[config.mk]
export PLATFORM = sky130hd
export DESIGN_NAME = wlint_mod
export DESIGN_NICKNAME = d
export VERILOG_FILES = /design/src/rtl/core/waypoint_loop_interpolator_unit_assert.svh /design/src/rtl/core/wlint_mod.sv
export SDC_FILE = /design/constraint.sdc
export NUM_CORES = 1
export LEC_CHECK = 0
export ABC_AREA = 1
export ABC_CLOCK_PERIOD_IN_PS = 3600
export BUFFER_PORTS_ARGS = -buffer_cell sky130_fd_sc_hd__buf_2
export CAP_MARGIN = 15
export CORE_MARGIN = 2
export CORE_UTILIZATION = 40
export CTS_CLUSTER_DIAMETER = 150
export DETAILED_ROUTE_END_ITERATION = 10
export GPL_TIMING_DRIVEN = 0
export SLEW_MARGIN = 20
export SYNTH_ARGS = -nofsm -noshare
export SYNTH_HDL_FRONTEND = slang
export SYNTH_SLANG_ARGS = --single-unit
export TNS_END_PERCENT = 50
[constraint.sdc]
create_clock -name clk -period 3.6 [get_ports clk]
set_input_delay 0.54 -clock clk [delete_from_list [all_inputs] [get_ports clk]]
set_output_delay 0.54 -clock clk [all_outputs]
set_load 0.02 [all_outputs]
[src/rtl/core/waypoint_loop_interpolator_unit_assert.svh]
// Assertion macros for the waypoint loop interpolator.
`ifndef WAYPOINT_LOOP_INTERPOLATOR_UNIT_ASSERT_SVH
`define WAYPOINT_LOOP_INTERPOLATOR_UNIT_ASSERT_SVH

// Same-cycle implication, checked outside reset.
`define WLINT_ASSERT_NOW(lbl, ante, cons, msg) \
  lbl: assert property (@(posedge clk) disable iff (rst) (ante) |-> (cons)) else $error(msg);

// Next-cycle implication, checked outside reset.
`define WLINT_ASSERT_NEXT(lbl, ante, cons, msg) \
  lbl: assert property (@(posedge clk) disable iff (rst) (ante) |=> (cons)) else $error(msg);

`endif

[src/rtl/core/wlint_mod.sv]
// Restoring remainder unit that settles one quotient bit per cycle.
module wlint_mod #(
  parameter int unsigned DIV_W  = 25,
  parameter int unsigned SPAN_W = 23,
  parameter int unsigned K_MAX  = 7
) (
  input  logic              clk,
  input  logic              rst,
  input  logic              start,
  input  logic [DIV_W-1:0]  dividend,
  input  logic [SPAN_W-1:0] span,
  output logic              busy,
  output logic [SPAN_W-1:0] rem
);

  localparam int unsigned CW = SPAN_W + K_MAX;
  localparam int unsigned RW = (DIV_W > CW) ? DIV_W : CW;
  localparam int unsigned KC_W = $clog2(K_MAX + 1);

  logic [RW-1:0]   rem_r;
  logic [RW-1:0]   div_r;
  logic [KC_W-1:0] cnt;

  always_ff @(posedge clk) begin
    if (rst) begin
      busy <= 1'b0;
      cnt  <= '0;
    end else if (start) begin
      busy <= 1'b1;
      cnt  <= KC_W'(K_MAX);
    end else if (busy) begin
      if (cnt == '0) begin
        busy <= 1'b0;
      end else begin
        cnt <= cnt - 1'b1;
      end
    end
  end

  always_ff @(posedge clk) begin
    if (start) begin
      rem_r <= RW'(dividend);
      div_r <= RW'(span) << K_MAX;
    end else if (busy) begin
      if (rem_r >= div_r) begin
        rem_r <= rem_r - div_r;
      end
      div_r <= div_r >> 1;
    end
  end

  assign rem = rem_r[SPAN_W-1:0];

endmodule

==> impl_metrics.tcl, run 1 <==
set metrics [dict create \
    synth_seq_cells 64 \
    fp.dieH_um 115 \
    io_buffers 74 \
    gp_congestion 0.878 \
    io_pins 75 \
    die_x_um 115 \
    insertion_delay_ns 0.34 \
    synth.area.top_cells "edfxtp_1, nand2_1, ha_1" \
    worstPathRequired_ns 3.53 \
    period_minus_slack_ns 2.89 \
    cp.arrival_ns 2.82 \
    viasPerCell 4.90 \
    worstPathCellList "inv_1 > ha_1 > inv_1 > fa_1 > nand2_1 > nand2_1 > nand3b_1 > nand2_1 > nand2_1 > nand2_1 > nand2_1 > nand3_2 > nand2_4 > nand2_2" \
    first_global_vias 4480 \
    drt-initial-drc-count 259 \
    tns_ns 0 \
    slew_violations 0 \
    critPathMaxStageDelay_ns 0.41 \
    p_int_mw 1.86 \
    cts_buffers 9 \
    nNetsFinal 880 \
    cts_tree "built" \
    rr_worst_depth 14 \
    start_util_pct 41.1 \
    grt_overflow_total 0 \
    htreeDepth 3 \
    hold_violations 0 \
    synth_area_mm2 0.00493 \
    cp_common_cell "nand2_1" \
    syn-num-nets 795 \
    path_buf_inv 2 \
    synth_edf_count 48 \
    cts_num_sinks 64 \
    sequentialPowerShare_pct 32.2 \
    antenna_found_initial 0 \
    vias 4645 \
    postCtsSetupBuffers 0 \
    syn_inst 711 \
    final-setup-viol-count 0 \
    status "complete, no violations" \
    combPwrFrac_pct 40.3 \
    p_per_area_mw_per_mm2 519 \
    slowest_stage "nand2_2" \
    crit_cells 14 \
    clockBufferDepth 2 \
    hold_ws_ns 0.410 \
    dominantRegCellSynth "edfxtp_1" \
    whs_path_depth 2 \
    synth_seq_area_share_pct 35.7 \
    start_kind "flip-flop" \
    crit_fanout 25 \
    final_cell_mix "nand2_1, inv_1, buf_2" \
    cts_resized 0 \
    power_switching_mw 1.14 \
    root_buffer "clkbuf_16" \
    wire_per_inst_um 14.6 \
    p_leak_nw 2.94 \
    maxCapViolations 0 \
    n_antenna_cell 0 \
    area_growth_pct 16.9 \
    crit_type "reg -> reg" \
    rsz0062_at_grt "false" \
    core_mm2 0.0120 \
    dp.final_hpwl_um 10900 \
    sw_frac_of_total_pct 37.9 \
    grt_max_degree 26 \
    grt_pass1_wl_um 22000 \
    avgSynthCellArea_um2 6.94 \
    min_path_type "in -> reg" \
    row_count 40 \
    synth_top_area_share_pct 29.2 \
    clock_power_share_pct 27.5 \
    cp_top_family "simple AND/OR/NAND/NOR gates" \
    drc 0 \
    die-area_mm2 0.0132 \
    drive_above_1_share_pct 17.0 \
    ant_nets 0 \
    wirelength_um 13800 \
    tightest_slew_ns 1.00 \
    ctsHoldBuffers 0 \
    timing.fmax_mhz 346 \
    peakVddDrop_mv 0.282 \
    critPathCaptureType "flip-flop" \
    mostFrequentLayoutCell "nand2_1" \
    yosysTopAreaCell "edfxtp_1" \
    yosysWarnings 0 \
    async_flop_share_pct 0 \
    drt_first_pass_iters 5 \
    min_period_over_period_pct 80.2 \
    synth.distinct_cells 35 \
    grtUsageTotal_pct 21.9 \
    slew_headroom_pct 32.9 \
    clk_pin_slew_worst_paths_ns 0.05 \
    finalClockSkew_ns 0.00521 \
]
[synth_stat cells, drive strengths merged (6+ instances only)]
library cell,n
edfxtp,48
o21ai,25
xnor2,6
inv,95
a31oi,9
dfxtp,16
o21bai,8
or2,6
buf,30
ha,32
clkbuf,9
nand3,59
nor2,63
nand2,247
a21oi,42
[final timing paths]
kind              slack [ns]                 from                  end
setup / recovery        0.71   rem_r[0]$_DFFE_PP_   rem_r[7]$_DFFE_PP_
setup reg to reg        0.71   rem_r[0]$_DFFE_PP_   rem_r[7]$_DFFE_PP_
hold / removal          0.41                  rst  cnt[2]$_SDFFE_PP0P_
hold reg to reg         0.47  cnt[0]$_SDFFE_PP0P_  cnt[0]$_SDFFE_PP0P_
[metrics by stage]
| stage | setup slack, ns | util (%) | instance area, um^2 | power [mW] | instances |
|---|---|---|---|---|---|
| 6_report | 0.711 | 48.0 | 5770 | 2.99 | 948 |
| 5_1_grt | 0.470 | 48.0 | 5770 | 3.21 | 948 |
| 4_1_cts | 0.676 | 48.0 | 5770 | 3.01 | 948 |
| 3_5_place_dp | 0.689 | 45.7 | 5490 | 2.18 | 932 |
| 3_3_place_gp | 0.267 | 45.7 | 5490 | 2.17 | 932 |
| 2_1_floorplan | 1.03 | - | 4930 | 1.85 | 711 |
[per-layer routing]
metal | global-route usage [%] | part of all wire, % | vias to the layer above
li1 | - | - | 2440
met1 | 29.4 | 49 | 2077
met2 | 35.6 | 46 | 109
met3 | 3.06 | 3.6 | 19
met4 | 8.51 | 2.1 | 0
met5 | 0 | 0 | -
[cells by family (layout without fill, tap and decap cells)]
kind of cell,count (synthesis),after routing,synth area share [%]
and+or+nand+nor,386,386,32.6
buffers and inverters,136,226,12.4
AOI/OAI and AO/OA,86,86,9.71
DFF,64,64,35.7
adders and majority gates,33,33,8.52
xor gates and xnor gates,6,6,1.06
[power by group through the flow]
| stage | combinational, mW | clock [mW] | sequential [mW] |
|---|---|---|---|
| 3_5_place_dp | 1.20 | 0 | 0.979 |
| 2_1_floorplan | 0.887 | 0 | 0.962 |
| 4_1_cts | 1.21 | 0.837 | 0.964 |
| 6_report | 1.21 | 0.823 | 0.964 |
| 5_1_grt | 1.36 | 0.875 | 0.974 |
| 3_3_place_gp | 1.19 | 0 | 0.976 |
[registers in the layout (all words and copies together), names as in the netlist]
register,flops
rem_r,30
busy,1
cnt,3
div_r,30
[final cells by class]
type | instances | area, um^2
fill | 1266 | 6240
inverter | 97 | 369
clock inverter | 3 | 15.0
tap | 147 | 184
sequential | 64 | 1760
buffer | 39 | 243
clock buffer | 13 | 262
multi-input combinational | 511 | 2560
timing repair buffer | 74 | 370
(Power assumes the default switching activity.)
==> inputs of run 2 (changes only) <==
Settings changed: ABC_AREA 1 to 0, ABC_CLOCK_PERIOD_IN_PS 3600 to 2900.
Clock period 3.6 ns to 2.9 ns, I/O delays scaled along.
==> run 2 against run 1 <==
Effect of this change:
- die area decreased by 7.3%
- clock-buffer cell count rose by 1
- global-route usage fell by 2.7 points
- sequential share of layout area is 1.1 points higher
- total power increased by 25%
- synthesized cell count fell by 26%
- via count down 14%
- critical path depth down 4
- critical endpoint is now rem_r[16]$_DFFE_PP_
- final cell count is 19% lower
- worst setup slack worse by 0.64 ns
- clock skew rose by 0.0014 ns
- clock power increased by 34%
==> impl_metrics.tcl, run 2 <==
set metrics [dict create \
    ctsHoldBuffers 0 \
    start_util_pct 41.5 \
    slew_violations 0 \
    fp.dieH_um 111 \
    cts_num_sinks 64 \
    drt_first_pass_iters 5 \
    cts_tree "built" \
    whs_path_depth 2 \
    synth_edf_count 48 \
    drive_above_1_share_pct 25.0 \
    mostFrequentLayoutCell "nand2_1" \
    io_buffers 73 \
    synth_seq_area_share_pct 38.6 \
    rr_worst_depth 10 \
    status "complete, no violations" \
    final_cell_mix "nand2_1, buf_2, o21ai_0" \
    final_area_mm2 0.00556 \
    hold_violations 0 \
    grt_overflow_total 0 \
    async_flop_share_pct 0 \
    p_leak_nw 2.37 \
    slowest_stage "edfxtp_1" \
    area_growth_pct 22.0 \
    dp.final_hpwl_um 8350 \
    drt-initial-drc-count 225 \
    synth.most_common_cell "nand2_1" \
    vias 3998 \
    grtUsageTotal_pct 19.1 \
    start_kind "flip-flop" \
    wirelength_um 11500 \
    htreeDepth 3 \
    ant_nets 0 \
    largestRegisters "div_r: 30 flops, rem_r: 30 flops, cnt: 3 flops" \
    hold_end "busy$_SDFF_PP0_" \
    peakVddDrop_mv 0.325 \
    antenna_found_initial 0 \
    timing.fmax_mhz 353 \
    syn-num-nets 609 \
    cp_common_cell "a21o_1" \
    core_mm2 0.0110 \
    worstPathRequired_ns 2.97 \
    yosysTopAreaCell "edfxtp_1" \
    cts_buffers 9 \
    n_antenna_cell 0 \
    period_minus_slack_ns 2.83 \
    final-setup-viol-count 0 \
    cp_top_family "compound AO/OA/AOI/OAI gates" \
    cp.arrival_ns 2.90 \
    worstPathCellList "ha_1 > a21o_1 > a21o_1 > a221oi_4 > buf_4 > o21ai_1 > a21o_1 > a31oi_2 > xor2_1 > o21ai_0" \
    die_x_um 111 \
    first_global_vias 3875 \
    hp-start "rst" \
    min_period_over_period_pct 97.6 \
    min_path_type "in -> reg" \
    finalClockSkew_ns 0.00664 \
    rsz0062_at_grt "true" \
    avgSynthCellArea_um2 8.68 \
    grt_max_degree 24 \
    slew_headroom_pct 54.0 \
    wire_per_inst_um 15.1 \
    maxCapViolations 0 \
    p_per_area_mw_per_mm2 675 \
    synth_top_area_share_pct 31.6 \
    grt_pass1_wl_um 18800 \
    drc 0 \
    die-area_mm2 0.0123 \
    reg2reg_to "rem_r[16]$_DFFE_PP_" \
    syn_inst 525 \
    row_count 38 \
    viasPerCell 5.23 \
    nNetsFinal 703 \
    rr_startpoint "rem_r[5]$_DFFE_PP_" \
    insertion_delay_ns 0.34 \
    critPathMaxStageDelay_ns 0.40 \
    io_pins 75 \
    dominantRegCellSynth "edfxtp_1" \
    synth_common_cells "nand2_1, o21ai_0, edfxtp_1, inv_1, a21oi_1" \
    synth.area.top_cells "edfxtp_1, ha_1, nand2_1" \
    tightest_slew_ns 0.690 \
    place_area_mm2 0.00510 \
    yosysWarnings 0 \
    gp_congestion 0.920 \
    clk_pin_slew_worst_paths_ns 0.05 \
    tns_ns 0 \
    critPathCaptureType "flip-flop" \
    r2r_slack_ns 0.07 \
    synth_area_mm2 0.00456 \
    synth_seq_cells 64 \
    synth.distinct_cells 59 \
    crit_type "reg -> reg" \
    crit_fanout 6 \
    path_buf_inv 1 \
    clockBufferDepth 2 \
    root_buffer "clkbuf_16" \
]
[run 2: cell types whose count changed after synthesis, sizes merged, moves of 8 or more]
cell,change
clkbuf,+13
xnor2,+12
inv,-53
mux2i,+8
nand3,-53
o21ai,+38
a21o,+10
nor2,-44
nand2,-155
[run 2: kinds of logic (layout without fill, tap and decap cells)]
logic type,after synthesis,after routing,synth area share [%]
AOI/OAI and AO/OA,152,152,20.9
and+or+nand+nor,149,152,14.6
DFF,64,64,38.6
adders and majority gates,33,33,9.22
xor gates and xnor gates,25,25,4.80
buffers and inverters,93,189,9.82
muxes,9,9,2.00
[run 2: final cells by class]
class	count	area [um^2]
tap	140	175
inverter	43	161
clock buffer	14	295
multi-input combinational	371	2450
fill	1105	5420
sequential	64	1760
timing repair buffer	80	418
clock inverter	2	10.0
buffer	50	290
[run 2: worst max-delay path by stage]
stage,depth (start not counted),from,endpoint
final,10,rem_r[5]$_DFFE_PP_,rem_r[16]$_DFFE_PP_
after global routing,13,rem_r[0]$_DFFE_PP_,rem_r[16]$_DFFE_PP_
after CTS,12,rem_r[0]$_DFFE_PP_,rem_r[17]$_DFFE_PP_
after detailed placement,12,rem_r[0]$_DFFE_PP_,rem_r[13]$_DFFE_PP_
after global placement,12,rem_r[0]$_DFFE_PP_,rem_r[13]$_DFFE_PP_
after floorplan,12,rem_r[0]$_DFFE_PP_,rem_r[0]$_DFFE_PP_
[run 2: timing repair]
item	CTS	global route
setup buffers	3	4
setup endpoints to repair	26	31
pin swaps	2	4
gates cloned	3	0
resized for setup	6	20
[run 2: per-stage QoR]
step	util [%]	power, mW	hold WS [ns]	instances	setup slack [ns]
2_1_floorplan	-	2.22	0.452	525	0.157
3_3_place_gp	46.5	2.53	0.465	738	-0.165
3_5_place_dp	46.5	2.55	0.474	738	-0.220
4_1_cts	49.7	3.69	0.288	760	0.0544
5_1_grt	50.6	3.99	0.313	764	-0.0560
6_report	50.6	3.76	0.295	764	0.0710
[run 2: metal layers]
metal | wire (um) | track usage (%)
met3 | 672 | 3.83
met1 | 5410 | 25.5
met2 | 5240 | 30.1
met4 | 216 | 8.50
met5 | 0 | 0
[run 2: power by group]
group          total (mW)  leakage, nW  switching [mW]  internal, mW
Combinational        1.47         1.60           0.829         0.640
Sequential           1.19        0.620          0.0608          1.13
Clock                1.10        0.154           0.402         0.698
Total                3.76         2.37            1.29          2.46
